**src/cba_pkg.sv**
```systemverilog
// cba_pkg: shared constants and types for the chunk bitmap allocator
// used by cba_ffs and chunk_bitmap_allocator; depends on nothing
package cba_pkg;

	localparam int NUM_CHUNKS_DEF = 64;
	localparam int MAX_GRANT      = 64;

	// bitmap row width used by the scan
	localparam int WORD_W   = 8;
	localparam int WORD_LOG = 3;

	// item kinds
	localparam logic [1:0] KIND_ALLOC   = 2'd0;
	localparam logic [1:0] KIND_CLAIM   = 2'd1;
	localparam logic [1:0] KIND_RELEASE = 2'd2;
	localparam logic [1:0] KIND_UNUSED  = 2'd3;

	// result status codes
	localparam logic [2:0] ST_GRANT = 3'd0;
	localparam logic [2:0] ST_DONE  = 3'd1;
	localparam logic [2:0] ST_SHORT = 3'd2;
	localparam logic [2:0] ST_TAKEN = 3'd3;
	localparam logic [2:0] ST_FREE  = 3'd4;

	typedef struct packed {
		logic                found;
		logic [WORD_LOG-1:0] idx;
	} ffs_t;

endpackage

```
**src/cba_ffs.sv**
```systemverilog
// cba_ffs: find-first-set over one bitmap row, lowest index wins
// depends on cba_pkg
module cba_ffs (
	input  logic [cba_pkg::WORD_W-1:0] word,
	output cba_pkg::ffs_t              hit
);
	import cba_pkg::*;

	always_comb begin
		hit.found = |word;
		hit.idx   = '0;
		for (int i = WORD_W - 1; i >= 0; i--) begin
			if (word[i]) begin
				hit.idx = WORD_LOG'(i);
			end
		end
	end

endmodule

```
**src/chunk_bitmap_allocator.sv**
```systemverilog
// chunk_bitmap_allocator: first-fit allocator over a pool of equal chunks
// depends on cba_pkg and cba_ffs
//
// One item is taken when start is high and busy is low; results appear on
// status, granted_id, last and free_left for one cycle each with result_valid
// high, and the receiver cannot stall them. The free bitmap sits in a memory of
// 8-bit rows with a registered read port; rows carry a valid bit so that a row
// never written reads as all free, and no clearing pass follows reset. An
// allocate of N chunks is accepted and then grants chunks one by one from the
// current row; every row it moves past is read and then found exhausted by the
// scan, and the row holding the final grant is read before it is scanned; the
// final grant ends the item. Claim and release pass through acceptance, a row
// read and an update. Rejected items, a zero count and ids outside the pool
// answer in the cycle after acceptance; kind 3 gives no result.
// The row read and the single find-first-set unit set the steps above.
module chunk_bitmap_allocator #(
	parameter int NUM_CHUNKS = cba_pkg::NUM_CHUNKS_DEF
) (
	input  logic       clk,
	input  logic       arst_n,
	input  logic       start,
	output logic       busy,
	input  logic [1:0] kind,
	input  logic [6:0] chunk_count,
	input  logic [5:0] chunk_id,
	output logic       result_valid,
	output logic [2:0] status,
	output logic [5:0] granted_id,
	output logic       last,
	output logic [6:0] free_left
);
	import cba_pkg::*;

	localparam int NUM_WORDS = (NUM_CHUNKS + WORD_W - 1) / WORD_W;
	localparam int AW        = (NUM_WORDS > 1) ? $clog2(NUM_WORDS) : 1;
	localparam int FT_W      = $clog2(NUM_CHUNKS + 1);
	localparam int CW        = (FT_W > 7) ? FT_W : 7;

	typedef enum logic [1:0] {
		S_IDLE,
		S_READ,
		S_SCAN,
		S_UPDATE
	} state_t;

	state_t              state_q;
	logic [1:0]          op_q;
	logic [5:0]          id_q;
	logic [AW-1:0]       addr_q;
	logic [6:0]          rem_q;
	logic [WORD_W-1:0]   word_q;
	logic [FT_W-1:0]     free_total_q;
	logic [NUM_WORDS-1:0] row_valid_q;

	logic [WORD_W-1:0]   mem_q [NUM_WORDS];
	logic [WORD_W-1:0]   rd_word_q;
	logic                rd_vld_q;

	logic                result_valid_q;
	logic [2:0]          status_q;
	logic [5:0]          granted_id_q;
	logic                last_q;
	logic [6:0]          free_left_q;

	logic [AW-1:0]       rd_addr;
	logic [AW-1:0]       row_of_id;
	logic [5:0]          id_shift;
	logic                id_in_pool;
	logic                too_many;
	ffs_t                ffs;
	logic [WORD_W-1:0]   grant_mask;
	logic [WORD_W-1:0]   upd_mask;
	logic                cur_bit;
	logic                mem_we;
	logic [WORD_W-1:0]   wr_data;
	logic [FT_W-1:0]     ft_dec;
	logic [FT_W-1:0]     ft_inc;
	logic [AW+WORD_LOG-1:0] full_id;

	cba_ffs u_ffs (
		.word (word_q),
		.hit  (ffs)
	);

	assign id_shift   = chunk_id >> WORD_LOG;
	assign row_of_id  = AW'(id_shift);
	assign id_in_pool = (32'(chunk_id) < NUM_CHUNKS);
	assign too_many   = (chunk_count > 7'(MAX_GRANT))
		|| (CW'(free_total_q) < CW'(chunk_count));
	assign grant_mask = WORD_W'(1) << ffs.idx;
	assign upd_mask   = WORD_W'(1) << id_q[WORD_LOG-1:0];
	assign cur_bit    = word_q[id_q[WORD_LOG-1:0]];
	assign ft_dec     = free_total_q - FT_W'(1);
	assign ft_inc     = free_total_q + FT_W'(1);
	assign full_id    = {addr_q, ffs.idx};

	always_comb begin
		if (state_q == S_SCAN) begin
			rd_addr = addr_q + AW'(1);
		end else if (kind == KIND_ALLOC) begin
			rd_addr = '0;
		end else begin
			rd_addr = row_of_id;
		end
	end

	// write back a row when it runs dry, at the last grant, or on a claim/release that changes the bit
	always_comb begin
		mem_we  = 1'b0;
		wr_data = word_q & ~grant_mask;
		case (state_q)
			S_SCAN: begin
				mem_we = !ffs.found || (rem_q == 7'd1);
			end
			S_UPDATE: begin
				mem_we  = (op_q == KIND_CLAIM) ? cur_bit : !cur_bit;
				wr_data = word_q ^ upd_mask;
			end
			default: begin
				mem_we = 1'b0;
			end
		endcase
	end

	always_ff @(posedge clk) begin
		if (mem_we) begin
			mem_q[addr_q] <= wr_data;
		end
		rd_word_q <= mem_q[rd_addr];
	end

	always_ff @(posedge clk or negedge arst_n) begin
		if (!arst_n) begin
			state_q        <= S_IDLE;
			op_q           <= KIND_ALLOC;
			id_q           <= '0;
			addr_q         <= '0;
			rem_q          <= '0;
			word_q         <= '0;
			free_total_q   <= FT_W'(NUM_CHUNKS);
			row_valid_q    <= '0;
			rd_vld_q       <= 1'b0;
			result_valid_q <= 1'b0;
			status_q       <= ST_DONE;
			granted_id_q   <= '0;
			last_q         <= 1'b0;
			free_left_q    <= '0;
		end else begin
			result_valid_q <= 1'b0;
			rd_vld_q       <= row_valid_q[rd_addr];
			if (mem_we) begin
				row_valid_q[addr_q] <= 1'b1;
			end
			case (state_q)
				S_IDLE: begin
					if (start) begin
						op_q   <= kind;
						id_q   <= chunk_id;
						addr_q <= rd_addr;
						rem_q  <= chunk_count;
						granted_id_q <= '0;
						last_q       <= 1'b1;
						free_left_q  <= 7'(free_total_q);
						case (kind)
							KIND_ALLOC: begin
								if (chunk_count == 7'd0) begin
									result_valid_q <= 1'b1;
									status_q       <= ST_DONE;
								end else if (too_many) begin
									result_valid_q <= 1'b1;
									status_q       <= ST_SHORT;
								end else begin
									state_q <= S_READ;
								end
							end
							KIND_CLAIM: begin
								if (!id_in_pool) begin
									result_valid_q <= 1'b1;
									status_q       <= ST_TAKEN;
								end else begin
									state_q <= S_READ;
								end
							end
							KIND_RELEASE: begin
								if (!id_in_pool) begin
									result_valid_q <= 1'b1;
									status_q       <= ST_FREE;
								end else begin
									state_q <= S_READ;
								end
							end
							default: begin
								state_q <= S_IDLE;
							end
						endcase
					end
				end
				S_READ: begin
					// a row never written holds all free chunks
					word_q  <= rd_vld_q ? rd_word_q : '1;
					state_q <= (op_q == KIND_ALLOC) ? S_SCAN : S_UPDATE;
				end
				S_SCAN: begin
					if (ffs.found) begin
						word_q         <= word_q & ~grant_mask;
						free_total_q   <= ft_dec;
						rem_q          <= rem_q - 7'd1;
						result_valid_q <= 1'b1;
						status_q       <= ST_GRANT;
						granted_id_q   <= 6'(full_id);
						last_q         <= (rem_q == 7'd1);
						free_left_q    <= 7'(ft_dec);
						if (rem_q == 7'd1) begin
							state_q <= S_IDLE;
						end
					end else begin
						addr_q  <= rd_addr;
						state_q <= S_READ;
					end
				end
				S_UPDATE: begin
					result_valid_q <= 1'b1;
					granted_id_q   <= '0;
					last_q         <= 1'b1;
					state_q        <= S_IDLE;
					if (op_q == KIND_CLAIM) begin
						if (cur_bit) begin
							free_total_q <= ft_dec;
							free_left_q  <= 7'(ft_dec);
							status_q     <= ST_DONE;
						end else begin
							free_left_q  <= 7'(free_total_q);
							status_q     <= ST_TAKEN;
						end
					end else begin
						if (!cur_bit) begin
							free_total_q <= ft_inc;
							free_left_q  <= 7'(ft_inc);
							status_q     <= ST_DONE;
						end else begin
							free_left_q  <= 7'(free_total_q);
							status_q     <= ST_FREE;
						end
					end
				end
				default: begin
					state_q <= S_IDLE;
				end
			endcase
		end
	end

	assign busy         = (state_q != S_IDLE);
	assign result_valid = result_valid_q;
	assign status       = status_q;
	assign granted_id   = granted_id_q;
	assign last         = last_q;
	assign free_left    = free_left_q;

	a_unused_kind_silent: assert property (@(posedge clk) disable iff (!arst_n)
		start && !busy && (kind == KIND_UNUSED) |=> !result_valid)
		else $error("unused kind produced a result");

	a_free_total_bound: assert property (@(posedge clk) disable iff (!arst_n)
		32'(free_total_q) <= NUM_CHUNKS)
		else $error("free count above pool size");

	a_busy_ends_on_last: assert property (@(posedge clk) disable iff (!arst_n)
		$fell(busy) |-> result_valid && last)
		else $error("item ended without a final result");

	a_nongrant_is_last: assert property (@(posedge clk) disable iff (!arst_n)
		result_valid && (status != ST_GRANT) |-> last && (granted_id == 6'd0))
		else $error("status result not marked last");

endmodule
```
**config.mk**
```make
export PLATFORM = sky130hd
export DESIGN_NAME = chunk_bitmap_allocator
export DESIGN_NICKNAME = d
export VERILOG_FILES = /design/src/cba_pkg.sv /design/src/cba_ffs.sv /design/src/chunk_bitmap_allocator.sv
export SDC_FILE = /design/constraint.sdc
export NUM_CORES = 1
export LEC_CHECK = 0
export ABC_AREA = 1
export BUFFER_PORTS_ARGS = -buffer_cell sky130_fd_sc_hd__buf_2
export CELL_PAD_IN_SITES_DETAIL_PLACEMENT = 1
export CELL_PAD_IN_SITES_GLOBAL_PLACEMENT = 2
export CORE_MARGIN = 4
export CORE_UTILIZATION = 41
export CTS_CLUSTER_SIZE = 25
export DETAILED_ROUTE_END_ITERATION = 10
export PLACE_DENSITY = 0.88
export SLEW_MARGIN = 5
export SYNTH_ARGS = -nofsm -noshare
export SYNTH_HDL_FRONTEND = slang
export SYNTH_SLANG_ARGS = --single-unit
```
**constraint.sdc**
```tcl
create_clock -name clk -period 3.2 [get_ports clk]
set_input_delay 0.32 -clock clk [delete_from_list [all_inputs] [get_ports clk]]
set_output_delay 0.32 -clock clk [all_outputs]
set_load 0.1 [all_outputs]
```
==> flow_summary.ini <==
[timing]
finalHoldViolCount = 0
final.period_utilization_pct = 89.4
setup_skew_after_layout_ns = 0.00780
fin_tns_setup_ns = 0
rsz_0062_raised_after_global_routing = false
setup_violations = 0
worst_slew_pin_slew_ns = 0.988
finalMaxSlewViolations = 0
slew-limit-headroom_pct = 33.7
final_period_minus_worst_setup_slack_ns = 2.86
clock.fmax_ghz = 0.350

[logic_synthesis]
mappedNetlistNets = 804
ys_ff_latch = 131
synth-seq-area-share_pct = 53.0
synth_cell_type_count = 45
mappedNetlistArea_sq_mm = 0.00672
synth-edff-count = 64
syn-instance-count = 772
synth_async_sr_flop_share_pct = 45.0
synth.yosys.warnings = 0
postSynthAreaPerCell_sq_um = 8.71
postSynth.topFlopCell = edfxtp_1

[clock_tree]
cts-htree-levels = 4
cts.repair_timing.setup_buffer_count = 0
clockRootBuffer = clkbuf_16
cts-root-to-sink-buffers = 2
clk_pin_slew_worst_paths_ns = 0.06
tritoncts = yes
clock_latency_reported_for_the_late_side_of_the_worst_skew_pair_ns = 0.42
post_cts.resized_instances = 0
postCtsHoldBufs = 0
cts-buffers-inserted = 17
clock-sinks = 131

[critical_path]
endpoint_kind = flip-flop
critPathLaunch = id_q[0]
reg2reg_slack_ns = 0.34
rr_worst_depth = 13
data_arrival_time_of_the_critical_path_ns = 2.96
r2r_start = id_q[0]
cp_class = reg2reg
rr_endpoint = mem_q[5][7]
critPathMaxFanout = 15
critPathCapture = mem_q[5][7]
setup_crit_start_kind = flip-flop
crit_required_ns = 3.30

[placed_design]
detailedPlacementHpwl_um = 14600
port_buffers = 36
gp_congestion = 0.878
dpl-instance-area_sq_mm = 0.00710

[grt]
grt.total_usage_pct = 23.2
grt_first_pass_wirelength_um = 32800
number_of_global_route_vias_before_repair = 5969
antenna_found_initial = 0
grt_remaining_overflow = 0
grt_start_max_net_pins = 60

[drt]
routed-wl-met3_um = 796
first_drt_iteration_drcs = 332
vias_per_cell = 5.41
met2_wirelength_um = 9760
vias = 5611
count_of_tritonroute_iterations_in_the_first_routing_pass = 4
routed_wl_um = 20300
ant_nets = 0
top_layer_used = met4
wl_per_cell_um = 19.5
drcViolationCount = 0
m1WireLength_um = 9330

[hold_path]
min-delay-path-class = in2async

[floorplan]
floorplan.die.width_um = 136
fp-row-count = 46
overall_die_area_sq_mm = 0.0185
core_region_area_sq_mm = 0.0160
die_h_um = 136
start_util_pct = 42.0
boundaryPins = 37

[flow_run]
maxCapViolations = 0

[layout]
syn2layout_area_growth_pct = 14.0
layout.cells.most_common_list = nand2_1 (178), nor2_1 (78), inv_1 (73), o21ai_0 (73), edfxtp_1 (64)
finish.net_count = 841
final_area_sq_mm = 0.00767
diodes = 0
mostFrequentLayoutCell = nand2_1
layout-drive-gt1-share_pct = 12.8

[status]
outcome = finished clean
-- how the worst min path moves through the flow --
stage	startpoint	to	slack [ns]	depth (start not counted)
after floorplan	arst_n	addr_q[0]	0.02	0
after global placement	row_valid_q[6]	row_valid_q[6]	0.44	2
after detailed placement	row_valid_q[7]	row_valid_q[7]	0.44	2
after CTS	arst_n	rem_q[2]	0.13	2
after global routing	arst_n	rem_q[4]	0.13	2
final	arst_n	rem_q[4]	0.08	2
-- synthesized netlist by cell type, types with 5 or more instances --
library cell | instances | area [sq um]
dfxtp_1 | 8 | 160
a21boi_1 | 5 | 37.5
nand2_1 | 178 | 668
o21ai_0 | 77 | 385
nand3_1 | 63 | 315
nor3_1 | 5 | 25.0
o21ai_1 | 6 | 30.0
a21oi_1 | 19 | 95.1
xor2_1 | 16 | 140
clkbuf_1 | 10 | 37.5
buf_2 | 12 | 60.1
or2_0 | 5 | 31.3
buf_4 | 5 | 37.5
dfrtp_1 | 57 | 1430
o22ai_1 | 19 | 119
inv_1 | 73 | 274
ha_1 | 14 | 175
edfxtp_1 | 64 | 1920
nor2_1 | 78 | 293
-- routing by layer --
metal	vias up	track usage [%]
met2	137	38.1
met3	28	3.89
met5	-	0
li1	2659	-
met4	0	6.77
met1	2787	31.9
-- critical path: stages (launching register included) --
cell and delay (ns):
dfrtp_1 0.54, inv_1 0.18, nand2_1 0.11, nand2_1 0.06, nand2_1 0.07, nand3_2 0.29, nand2_4 0.28, ha_1 0.16
nand2_1 0.06, o211ai_1 0.12, nand2_1 0.07, inv_1 0.18, nand2_1 0.13, inv_1 0.26
-- logic make-up after synthesis --
| kind of cell | share of synthesized area (%) |
|---|---|
| AND/OR/NAND/NOR | 22.1 |
| flip-flops | 53.0 |
| XOR/XNOR | 2.21 |
| buffers and inverters | 7.09 |
| AO/OA/AOI/OAI | 12.7 |
| adder cells (fa/ha/maj) | 2.61 |
| multiplexers | 0.316 |
-- layout make-up --
type / count / area, sq um
Inverter: 79 / 297
Multi-Input combinational cell: 531 / 2690
Tap cell: 216 / 270
Clock inverter: 15 / 145
Fill cell: 1958 / 8330
Sequential cell: 131 / 3560
Clock buffer: 17 / 425
Timing Repair Buffer: 49 / 278
-- state kept, by name (all words and copies together) (netlist names), 2 cells and up --
register	flops
addr_q	3
rem_q	7
op_q	2
row_valid_q	8
status	3
free_total_q	7
granted_id	6
free_left	7
state_q	2
rd_word_q	8
mem_q	64
word_q	8
id_q	3
-- through the flow --
step / hold slack (ns) / instances / setup slack [ns] / utilization, %
after detailed placement: 0.442 / 1006 / 0.386 / 44.3
final: 0.0816 / 1038 / 0.339 / 47.9
after global routing: 0.134 / 1038 / 0.103 / 47.9
after global placement: 0.444 / 1006 / 0.500 / 44.3
after floorplan: 0.0244 / 772 / 1.06 / -
after CTS: 0.127 / 1038 / 0.334 / 47.9
Power is not shown: default switching activity piles up to over one toggle a cycle in this logic, so the estimate is an artifact.
